===== src/rtl/rabu_pkg.sv =====
`default_nettype none
package rabu_pkg;
    localparam int unsigned DataW = 32;

    typedef enum logic [4:0] {
        OP_LOAD  = 5'd0,
        OP_MOV   = 5'd1,
        OP_ADD   = 5'd2,
        OP_SUB   = 5'd3,
        OP_MUL   = 5'd4,
        OP_MOD   = 5'd5,
        OP_DIV   = 5'd6,
        OP_INC   = 5'd7,
        OP_DEC   = 5'd8,
        OP_EQ    = 5'd9,
        OP_GE    = 5'd10,
        OP_LE    = 5'd11,
        OP_GOTO  = 5'd12,
        OP_JZ    = 5'd13,
        OP_JNZ   = 5'd14,
        OP_SHIFT = 5'd15,
        OP_NOP   = 5'd16
    } op_t;

    localparam logic [1:0] ST_OK     = 2'd0;
    localparam logic [1:0] ST_DIVZERO = 2'd1;
    localparam logic [1:0] ST_BADREG = 2'd2;

    // command to the serial arithmetic unit
    typedef struct packed {
        logic start;
        logic is_mul;
    } seq_cmd_t;

    typedef struct packed {
        logic done;
    } seq_sts_t;
endpackage
`default_nettype wire


===== src/rtl/register_alu_branch_unit_top.sv =====
`default_nettype none
// Register ALU / branch unit.
// Input channel s_valid/s_ready carries one instruction word (s_mode, s_first_reg,
// s_second_reg, s_immediate). Output channel m_valid/m_ready carries one result
// word (m_status, m_instr_pointer, m_accumulator, m_written_value) per instruction.
// Config channel cfg_valid/cfg_ready writes code_base; write it only while idle.
// One instruction at a time: simple operations raise m_valid from the S_EXEC state;
// mul, div and mod (nonzero divisor) run on a shared bit-serial unit, one bit per cycle,
// 32 steps plus load and sign fix-up, and raise m_valid after the fix-up in S_FIN.
// The next word is accepted in the cycle after the result is taken.
// A stalled receiver holds the result and blocks input.
// Reset clears the register file, the instruction pointer and code_base to zero.
module register_alu_branch_unit_top
    import rabu_pkg::*;
#(
    parameter int unsigned REG_COUNT = 5
) (
    input  wire logic               aclk,
    input  wire logic               aresetn,
    input  wire logic               cfg_valid,
    output logic                    cfg_ready,
    input  wire logic [31:0]        cfg_data,
    input  wire logic               s_valid,
    output logic                    s_ready,
    input  wire logic [4:0]         s_mode,
    input  wire logic [2:0]         s_first_reg,
    input  wire logic [2:0]         s_second_reg,
    input  wire logic signed [31:0] s_immediate,
    output logic                    m_valid,
    input  wire logic               m_ready,
    output logic [1:0]              m_status,
    output logic [31:0]             m_instr_pointer,
    output logic signed [31:0]      m_accumulator,
    output logic signed [31:0]      m_written_value
);
    typedef enum logic [3:0] {
        S_IDLE = 4'b0001,
        S_EXEC = 4'b0010,
        S_WAIT = 4'b0100,
        S_FIN  = 4'b1000
    } state_t;

    state_t      state_reg, state_next;
    logic [31:0] rf_reg [REG_COUNT];
    logic [31:0] ip_reg;
    logic [31:0] base_reg;
    logic [4:0]  mode_reg;
    logic [2:0]  r1_reg, r2_reg;
    logic [31:0] imm_reg;
    logic        out_valid_reg;
    logic [1:0]  st_reg;
    logic [31:0] wv_reg;
    logic        neg_a_reg, neg_q_reg;

    seq_cmd_t    cmd;
    seq_sts_t    sts;
    logic [31:0] prod, quot, rem;

    logic        ok1, ok2, need1, need2, bad;
    logic [31:0] a, b, ma, mb, sh_res, left;
    logic        s_acc;
    logic [31:0] fin_val;

    assign ok1 = 32'(r1_reg) < REG_COUNT;
    assign ok2 = 32'(r2_reg) < REG_COUNT;
    assign need1 = (mode_reg <= OP_LE) || (mode_reg == OP_GOTO) || (mode_reg == OP_SHIFT);
    assign need2 = (mode_reg >= OP_MOV) && (mode_reg <= OP_LE)
                   && (mode_reg != OP_INC) && (mode_reg != OP_DEC);
    assign bad = (need1 && !ok1) || (need2 && !ok2);
    assign a = ok1 ? rf_reg[r1_reg[$clog2(REG_COUNT)-1:0]] : '0;
    assign b = ok2 ? rf_reg[r2_reg[$clog2(REG_COUNT)-1:0]] : '0;
    assign ma = a[31] ? -a : a;
    assign mb = b[31] ? -b : b;
    assign left = -imm_reg;

    always_comb begin
        if (!imm_reg[31] && imm_reg != '0)
            sh_res = (imm_reg >= 32) ? {32{a[31]}} : 32'($signed(a) >>> imm_reg[4:0]);
        else
            sh_res = (left >= 32) ? '0 : a << left[4:0];
    end

    assign s_acc     = s_valid && s_ready;
    assign s_ready   = (state_reg == S_IDLE) && !out_valid_reg;
    assign cfg_ready = 1'b1;
    assign m_valid   = out_valid_reg;
    assign m_status  = st_reg;
    assign m_instr_pointer = ip_reg;
    assign m_accumulator   = rf_reg[0];
    assign m_written_value = wv_reg;

    logic serial_op;
    assign serial_op = !bad && ((mode_reg == OP_MUL) ||
                       (((mode_reg == OP_DIV) || (mode_reg == OP_MOD)) && b != '0));
    assign cmd.start  = (state_reg == S_EXEC) && serial_op;
    assign cmd.is_mul = mode_reg == OP_MUL;

    rabu_serial_unit u_ser (
        .aclk(aclk), .aresetn(aresetn), .cmd(cmd),
        .op_a(cmd.is_mul ? a : ma), .op_b(cmd.is_mul ? b : mb),
        .sts(sts), .prod(prod), .quot(quot), .rem(rem)
    );

    // apply the sign to the serial result once its final step has landed
    always_comb begin
        case (mode_reg)
            OP_MUL:  fin_val = prod;
            OP_DIV:  fin_val = neg_q_reg ? -quot : quot;
            default: fin_val = neg_a_reg ? -rem : rem;
        endcase
    end

    always_comb begin
        state_next = state_reg;
        case (state_reg)
            S_IDLE:  if (s_acc) state_next = S_EXEC;
            S_EXEC:  state_next = serial_op ? S_WAIT : S_IDLE;
            S_WAIT:  if (sts.done) state_next = S_FIN;
            S_FIN:   state_next = S_IDLE;
            default: state_next = S_IDLE;
        endcase
    end

    always_ff @(posedge aclk) begin
        if (!aresetn) begin
            state_reg     <= S_IDLE;
            out_valid_reg <= 1'b0;
            ip_reg        <= '0;
            base_reg      <= '0;
            for (int i = 0; i < REG_COUNT; i++) rf_reg[i] <= '0;
        end else begin
            state_reg <= state_next;
            if (cfg_valid) base_reg <= cfg_data;
            if (out_valid_reg && m_ready) out_valid_reg <= 1'b0;
            if (state_reg == S_EXEC) begin
                neg_a_reg <= a[31];
                neg_q_reg <= a[31] ^ b[31];
                if (!serial_op) out_valid_reg <= 1'b1;
                st_reg <= ST_OK;
                wv_reg <= '0;
                if (bad) begin
                    st_reg <= ST_BADREG;
                end else begin
                    case (mode_reg)
                        OP_LOAD: begin
                            wv_reg <= imm_reg;
                            rf_reg[r1_reg[$clog2(REG_COUNT)-1:0]] <= imm_reg;
                        end
                        OP_MOV: begin
                            wv_reg <= b;
                            rf_reg[r1_reg[$clog2(REG_COUNT)-1:0]] <= b;
                        end
                        OP_ADD: begin wv_reg <= a + b; rf_reg[0] <= a + b; end
                        OP_SUB: begin wv_reg <= a - b; rf_reg[0] <= a - b; end
                        OP_MOD, OP_DIV: if (b == '0) st_reg <= ST_DIVZERO;
                        OP_INC: begin
                            wv_reg <= a + 1;
                            rf_reg[r1_reg[$clog2(REG_COUNT)-1:0]] <= a + 1;
                        end
                        OP_DEC: begin
                            wv_reg <= a - 1;
                            rf_reg[r1_reg[$clog2(REG_COUNT)-1:0]] <= a - 1;
                        end
                        OP_EQ: begin
                            wv_reg <= 32'(a == b); rf_reg[0] <= 32'(a == b);
                        end
                        OP_GE: begin
                            wv_reg <= 32'($signed(a) >= $signed(b));
                            rf_reg[0] <= 32'($signed(a) >= $signed(b));
                        end
                        OP_LE: begin
                            wv_reg <= 32'($signed(a) <= $signed(b));
                            rf_reg[0] <= 32'($signed(a) <= $signed(b));
                        end
                        OP_GOTO: ip_reg <= base_reg + a;
                        OP_JZ:   if (rf_reg[0] == '0) ip_reg <= base_reg + imm_reg;
                        OP_JNZ:  if (rf_reg[0] != '0) ip_reg <= base_reg + imm_reg;
                        OP_SHIFT: begin
                            wv_reg <= sh_res;
                            rf_reg[r1_reg[$clog2(REG_COUNT)-1:0]] <= sh_res;
                        end
                        default: ;
                    endcase
                end
            end
            if (state_reg == S_FIN) begin
                out_valid_reg <= 1'b1;
                wv_reg        <= fin_val;
                rf_reg[0]     <= fin_val;
            end
        end
        if (s_acc) begin
            mode_reg <= s_mode;
            r1_reg   <= s_first_reg;
            r2_reg   <= s_second_reg;
            imm_reg  <= s_immediate;
        end
    end
endmodule
`default_nettype wire


===== src/rtl/rabu_serial_unit.sv =====
`default_nettype none
// Bit-serial multiply (shift-add) and restoring divide, 32 steps; the divide takes unsigned magnitudes.
module rabu_serial_unit
    import rabu_pkg::*;
(
    input  wire logic             aclk,
    input  wire logic             aresetn,
    input  wire seq_cmd_t         cmd,
    input  wire logic [DataW-1:0] op_a,
    input  wire logic [DataW-1:0] op_b,
    output seq_sts_t              sts,
    output logic [DataW-1:0]      prod,
    output logic [DataW-1:0]      quot,
    output logic [DataW-1:0]      rem
);
    localparam int unsigned CntW = $clog2(DataW + 1);

    logic            busy_reg, busy_next;
    logic            mul_reg, mul_next;
    logic [CntW-1:0] cnt_reg, cnt_next;
    logic [DataW-1:0] acc_reg, acc_next;    // product or remainder
    logic [DataW-1:0] sh_reg, sh_next;      // multiplier / dividend shifting out
    logic [DataW-1:0] b_reg, b_next;        // multiplicand shifting / divisor held
    logic [DataW:0]   trial;

    always_comb begin
        busy_next = busy_reg;
        mul_next  = mul_reg;
        cnt_next  = cnt_reg;
        acc_next  = acc_reg;
        sh_next   = sh_reg;
        b_next    = b_reg;
        trial     = {acc_reg, sh_reg[DataW-1]} - {1'b0, b_reg};
        if (cmd.start) begin
            busy_next = 1'b1;
            mul_next  = cmd.is_mul;
            cnt_next  = CntW'(DataW);
            acc_next  = '0;
            b_next    = cmd.is_mul ? op_a : op_b;
            sh_next   = cmd.is_mul ? op_b : op_a;
        end else if (busy_reg) begin
            cnt_next = cnt_reg - 1'b1;
            if (cnt_next == '0) busy_next = 1'b0;
            if (mul_reg) begin
                if (sh_reg[0]) acc_next = acc_reg + b_reg;
                sh_next = sh_reg >> 1;
                b_next  = b_reg << 1;
            end else begin
                if (!trial[DataW]) begin
                    acc_next = trial[DataW-1:0];
                    sh_next  = {sh_reg[DataW-2:0], 1'b1};
                end else begin
                    acc_next = {acc_reg[DataW-2:0], sh_reg[DataW-1]};
                    sh_next  = {sh_reg[DataW-2:0], 1'b0};
                end
            end
        end
    end

    always_ff @(posedge aclk) begin
        if (!aresetn) begin
            busy_reg <= 1'b0;
            cnt_reg  <= '0;
        end else begin
            busy_reg <= busy_next;
            cnt_reg  <= cnt_next;
        end
        mul_reg <= mul_next;
        acc_reg <= acc_next;
        sh_reg  <= sh_next;
        b_reg   <= b_next;
    end

    assign sts.done = busy_reg && (cnt_reg == CntW'(1));
    assign prod = acc_reg;
    assign quot = sh_reg;
    assign rem  = acc_reg;
endmodule
`default_nettype wire


===== config.mk =====
export PLATFORM = sky130hd
export DESIGN_NAME = register_alu_branch_unit_top
export DESIGN_NICKNAME = d
export VERILOG_FILES = /design/src/rtl/rabu_pkg.sv /design/src/rtl/register_alu_branch_unit_top.sv /design/src/rtl/rabu_serial_unit.sv
export SDC_FILE = /design/constraint.sdc
export NUM_CORES = 2
export LEC_CHECK = 0
export BUFFER_PORTS_ARGS = -buffer_cell sky130_fd_sc_hd__buf_2
export CAP_MARGIN = 20
export CORE_ASPECT_RATIO = 0.7
export CORE_UTILIZATION = 50
export CTS_CLUSTER_SIZE = 14
export DETAILED_ROUTE_END_ITERATION = 10
export PLACE_DENSITY_LB_ADDON = 0.08
export SKIP_LAST_GASP = 1
export SLEW_MARGIN = 0
export SYNTH_ARGS = -nofsm -noshare
export SYNTH_HDL_FRONTEND = slang
export SYNTH_HIERARCHICAL = 1
export SYNTH_SLANG_ARGS = --single-unit

===== constraint.sdc =====
create_clock -name aclk -period 7.8 [get_ports aclk]
set_clock_uncertainty 0.1 [all_clocks]
set_input_delay 0.39 -clock aclk [delete_from_list [all_inputs] [get_ports aclk]]
set_output_delay 0.39 -clock aclk [all_outputs]
set_load 0.005 [all_outputs]

Word level (Yosys, flattened, before mapping)
Memories as Yosys holds them, arrays and structs flattened. A register that Yosys moved wholly into a read port is not among the register bits.
Cells that the tools add are included.
{ "totals": {"latch_bits": 0, "mem_count": 1, "out_inout_bits": 101, "register_bits": 252, "romBits": 0, "ram_bits": 160} }
{ "classes": {"magnitude_cmp": 8, "eq_ne": 28, "reduce_logical": 44, "n_bitwise": 14, "shifts": 2, "div_mod_pow": 0, "n_addsub": 14, "mul": 0, "muxes": 114} }
{ "mem_list": {"columns": ["memory", "depth", "width", "read_ports", "rd_clocked_by_memory_dff", "wr", "line", "rtl"], "rows": [
  ["rf_reg", 5, 32, 3, 2, 5, "register_alu_branch_unit_top.sv:44", "logic [31:0] rf_reg [REG_COUNT];"]
]} }
{ "ops": {"columns": ["op", "count"], "rows": [
  ["32-bit two-way mux", 38],
  ["32-bit case mux with 10 select lines", 1],
  ["32-bit negator", 5],
  ["32-bit adder", 4],
  ["32-bit case mux with 3 select lines", 1],
  ["32-bit nonzero test", 3],
  ["32-bit by 6-bit >= comparator with 1-bit output (second input constant)", 2],
  ["32-bit zero test", 2],
  ["1-bit two-way mux", 64],
  ["32-bit case mux with 2 select lines", 1],
  ["5-bit by 4-bit equality test with 1-bit output (second input constant)", 8],
  ["33-bit by 32-bit subtractor with 33-bit output", 1],
  ["32-bit by 1-bit adder with 32-bit output (second input constant)", 1],
  ["32-bit equality test", 1],
  ["32-bit >= comparator", 1],
  ["32-bit <= comparator", 1],
  ["32-bit OR reduction", 1],
  ["32-bit by 5-bit << shifter with 32-bit output", 1],
  ["32-bit by 5-bit >>> shifter with 32-bit output", 1],
  ["32-bit by 1-bit subtractor with 32-bit output (second input constant)", 1],
  ["32-bit subtractor", 1],
  ["5-bit by 3-bit equality test with 1-bit output (second input constant)", 4],
  ["1-bit logical AND", 13],
  ["3-bit two-way mux", 4],
  ["29 further kinds", 64]
]} }

Depth between registers and ports, before layout
{ "logic_depth": {"depth_word": 17, "mapped_depth": 22} }

Cells and area by module
Netlist, hierarchy kept.
{ "modules_own_cells": {"columns": ["module", "cells_per_inst", "instances", "seq_area_each_um2", "area_each_um2"], "rows": [
  ["register_alu_branch_unit_top", 4352, 1, 11561.1, 38449.4],
  ["rabu_serial_unit", 1118, 1, 2732.6, 9356.5]
]} }

Least setup slack after synthesis
No wires, ideal clock.
{ "synth_timing": {"kind": "reg2reg", "startpoint": "register with a tool-made name", "endpoint": "memory rf_reg[5][0] (data pin)", "arrival_ns": 4.702, "required_ns": 7.413, "path_stages_with_launch": 20, "setup_slack_ns": 2.711, "path_cell_list": "dfxtp_1 buf_2 buf_4 clkbuf_1 clkbuf_1 mux4_2 mux2i_1 nor2_1 inv_1 ha_1 clkbuf_1 nand3_1 nor4_1 a221oi_2 a211oi_1 o21bai_1 a311oi_1 o21ai_0 a211oi_1 a21oi_1"} }
{ "synth_rtl": {"columns": ["element", "line"], "rows": [
  ["end, declared", "register_alu_branch_unit_top.sv:44"]
]} }

==> results.tsv <==
stage	metric	value	unit
global_routing	number of global-route vias before repair	45800	
power_and_ir_drop	sw frac	43.6	%
final_layout	max reg flops	256	
worst_setup_path	Critical Path Max Stage Delay	820	ps
timing	Final min period	7320	ps
synthesis	Synth top area share	25.1	%
power_and_ir_drop	Pwr Density	204	nW/µm²
cts	htree depth	2	
worst_setup_path	crit path DAT	7570	ps
cts	Clock Sinks	514	
synthesis	Most used DFF post-synth	edfxtp_1	
global_routing	Congestion Overflow GR	0	
synthesis	Synth area leader	edfxtp_1	
power_and_ir_drop	post-layout total power	10.8	mW
global_routing	largest net degree at the start of global routing	78	
power_and_ir_drop	P_leak	20.3	nW
timing	fmax	0.137	GHz
placement	gp weighted congestion	1.08	
global_routing	first-pass GRT wire length	337000	µm
cts	CTS Buffer Depth	3	
synthesis	synthesized area per cell	8.74	µm²
cts	clk root buf	clkbuf_16	
die	die area	96900	µm²
outcome	status	finished clean	
synthesis	Post-synth EDFFs	400	
synthesis	sequential share of the synthesized area	29.9	%
die	Initial Utilization	50.7	%
cts	TritonCTS clock tree	yes	
min_path	worst hold path type	primary input to flip-flop	
synthesis	Syn Inst Count	5470	
worst_setup_path	Required @ worst endpoint	8050	ps
power_and_ir_drop	Sequential Power Share	30.4	%
routing	drt pass-1 iters	8	
placement	IO buf count	179	
global_routing	GR Util All Layers	48.3	%
power_and_ir_drop	Logic pwr share	44.9	%
synthesis	register bit total from synthesis	514	
die	core area	94300	µm²
worst_setup_path	Crit-path slowest cell	dfxtp_2	
timing	RSZ-0062 raised after global routing	false	
routing	drt wl/cell	34.8	µm
die	Die H	261	µm
synthesis	library cells used by synthesis	126	
timing	Final setup viols	0	
final_layout	nets@finish	5937	
cts	Clk pin slew, worst setup/hold paths	60	ps
global_routing	initial antenna violation count	17	
power_and_ir_drop	Pint	6.09	mW
cts	CTS resizes	0	
synthesis	most frequent cells after synthesis	506 x nor2_1, 420 x nand2_1, 400 x edfxtp_1	
routing	drt drc	0	
final_layout	fin cells	6991	
synthesis	Post-synth ARST share	0	%
timing	worst hold slack	32.3	ps
worst_setup_path	Buf+Inv Stages, Crit Path	3	
power_and_ir_drop	Clock Power Share	24.7	%
synthesis	Syn Std Cell Area	47800	µm²
power_and_ir_drop	Net Switching	4.70	mW
timing	max_slew headroom	9.35	%
timing	final hold viol count	0	
cts	clk_lat worst skew	670	ps
timing	fin crit share	93.8	%
die	Die Span X	372	µm
placement	DP HPWL	187000	µm
worst_setup_path	CP delay by family, top	compound AO/OA/AOI/OAI gates	
placement	Cells after DPL	6793	
run	Max Cap Viol	0	
worst_setup_path	CP Max Fanout	40	
routing	drt total wl	243000	µm
final_layout	layout cell share with drive strength beyond 1	13.8	%
die	number of cell rows	94	
cts	TritonCTS Buffers	54	
routing	Vias	50800	
worst_setup_path	critical path launch point type	flip-flop	
routing	ANT nets after route	0	
synthesis	Synth Warn #	6	
routing	DR vias/cell	7.27	
worst_setup_path	crit-path cells	buf_4, mux4_2, mux2i_1, nor2_1, inv_1, ha_1, nand3_1, nor4_1, a221oi_2, a211oi_1, o21bai_1, a311oi_1, o21ai_0, a211oi_1, buf_4, a21oi_1	
synthesis	dominant cells by area after synthesis	edfxtp_1 25%, mux2i_1 7.0%, dfxtp_1 4.8%	
worst_setup_path	CP Capture Type	flip-flop	
power_and_ir_drop	maximum vdd drop	0.198	mV
worst_setup_path	crit path kind	flip-flop to flip-flop	
timing	setup tns final	0	ps
final_layout	Syn-to-layout area delta	10.7	%
routing	number of DRC markers in iteration 0	9016	
synthesis	cell with the most instances after synthesis	nor2_1	
timing	worst-margin pin slew	1360	ps
die	# IOs	181	
timing	Pins Over Slew Limit	0	
[cells by family (layout without fill, tap and decap cells)]
| kind of cell | count (synthesis) | count (layout) | share of synthesized area (%) |
|---|---|---|---|
| other | 2 | 111 | 0.0157 |
| AND/OR/NAND/NOR | 1766 | 1766 | 18.4 |
| buffers and inverters | 600 | 764 | 5.75 |
| flip-flops | 514 | 514 | 29.9 |
| adder cells (fa/ha/maj) | 172 | 172 | 4.58 |
| AO/OA/AOI/OAI | 1657 | 1657 | 23.7 |
| XOR/XNOR | 302 | 302 | 5.55 |
| multiplexers | 457 | 457 | 12.1 |
[power groups by stage]
| stage | logic [mW] | clock network [mW] | registers (mW) |
|---|---|---|---|
| after CTS | 4.55 | 2.66 | 3.26 |
| final | 4.84 | 2.66 | 3.28 |
| after global routing | 4.97 | 2.75 | 3.28 |
| after global placement | 4.50 | 0 | 3.32 |
| after floorplan | 2.97 | 0 | 3.19 |
| after detailed placement | 4.49 | 0 | 3.32 |
[final cells by class]
type / instances / area [µm²]
clock inverter: 28 / 243
antenna: 14 / 35.0
clock buffer: 72 / 1500
fill: 8551 / 41400
multi-input combinational: 4451 / 31300
sequential: 514 / 14300
tap: 1248 / 1560
timing repair buffer: 468 / 3300
inverter: 196 / 738
[worst reg2reg max path, stage by stage (launching register included)]
cell	delay, ps
dfxtp_2	820
buf_4	650
mux4_2	400
mux2i_1	160
nor2_1	570
inv_1	210
ha_1	520
nand3_1	200
nor4_1	470
a221oi_2	230
a211oi_1	750
o21bai_1	330
a311oi_1	440
o21ai_0	280
a211oi_1	560
buf_4	260
a21oi_1	90
[final timing paths]
kind / depth (start not counted) / end / slack (ps) / start
worst max register to register: 16 / rf_reg[6][0] / 480 / flip-flop
worst min-delay path: 3 / m_valid / 30 / m_ready
worst max-delay path: 16 / rf_reg[6][0] / 480 / flip-flop
worst min register to register: 2 / m_instr_pointer[0] / 370 / m_instr_pointer[0]
[layout by cell type, fill, tap and decap left out, types with 75 or more instances in the layout]
| cell | instances |
|---|---|
| a211oi_1 | 115 |
| a21oi_1 | 385 |
| buf_2 | 180 |
| buf_4 | 201 |
| conb_1 | 97 |
| dfxtp_1 | 110 |
| dlygate4sd3_1 | 75 |
| edfxtp_1 | 400 |
| ha_1 | 167 |
| inv_1 | 174 |
| mux2i_1 | 332 |
| mux4_2 | 94 |
| nand2_1 | 413 |
| nand3_1 | 154 |
| nor2_1 | 498 |
| nor2b_1 | 119 |
| nor3_1 | 139 |
| o21ai_0 | 278 |
| o22ai_1 | 75 |
| xnor2_1 | 219 |
| xor2_1 | 81 |
[stage by stage]
| stage | util [%] | setup WS [ps] | instance area [µm²] |
|---|---|---|---|
| floorplan | - | 2710 | 48200 |
| global placement | 53.3 | 1120 | 50300 |
| detailed placement | 53.4 | 1020 | 50300 |
| CTS | 56.0 | 954 | 52800 |
| global route | 56.1 | 512 | 52900 |
| finish | 56.1 | 480 | 52900 |
[routing by layer]
metal | global-route usage [%] | part of all wire, %
met1 | 67.4 | 41
met2 | 62.4 | 37
met3 | 23.3 | 18
met4 | 19.4 | 4.7
met5 | 0.296 | 0.066
[timing repair]
item | 4_1_cts | 5_1_grt
hold buffers | 75 | 0
setup buffers | 0 | 0
endpoints found under the hold margin | 79 | 0
Power figures use the tool's default switching activity.
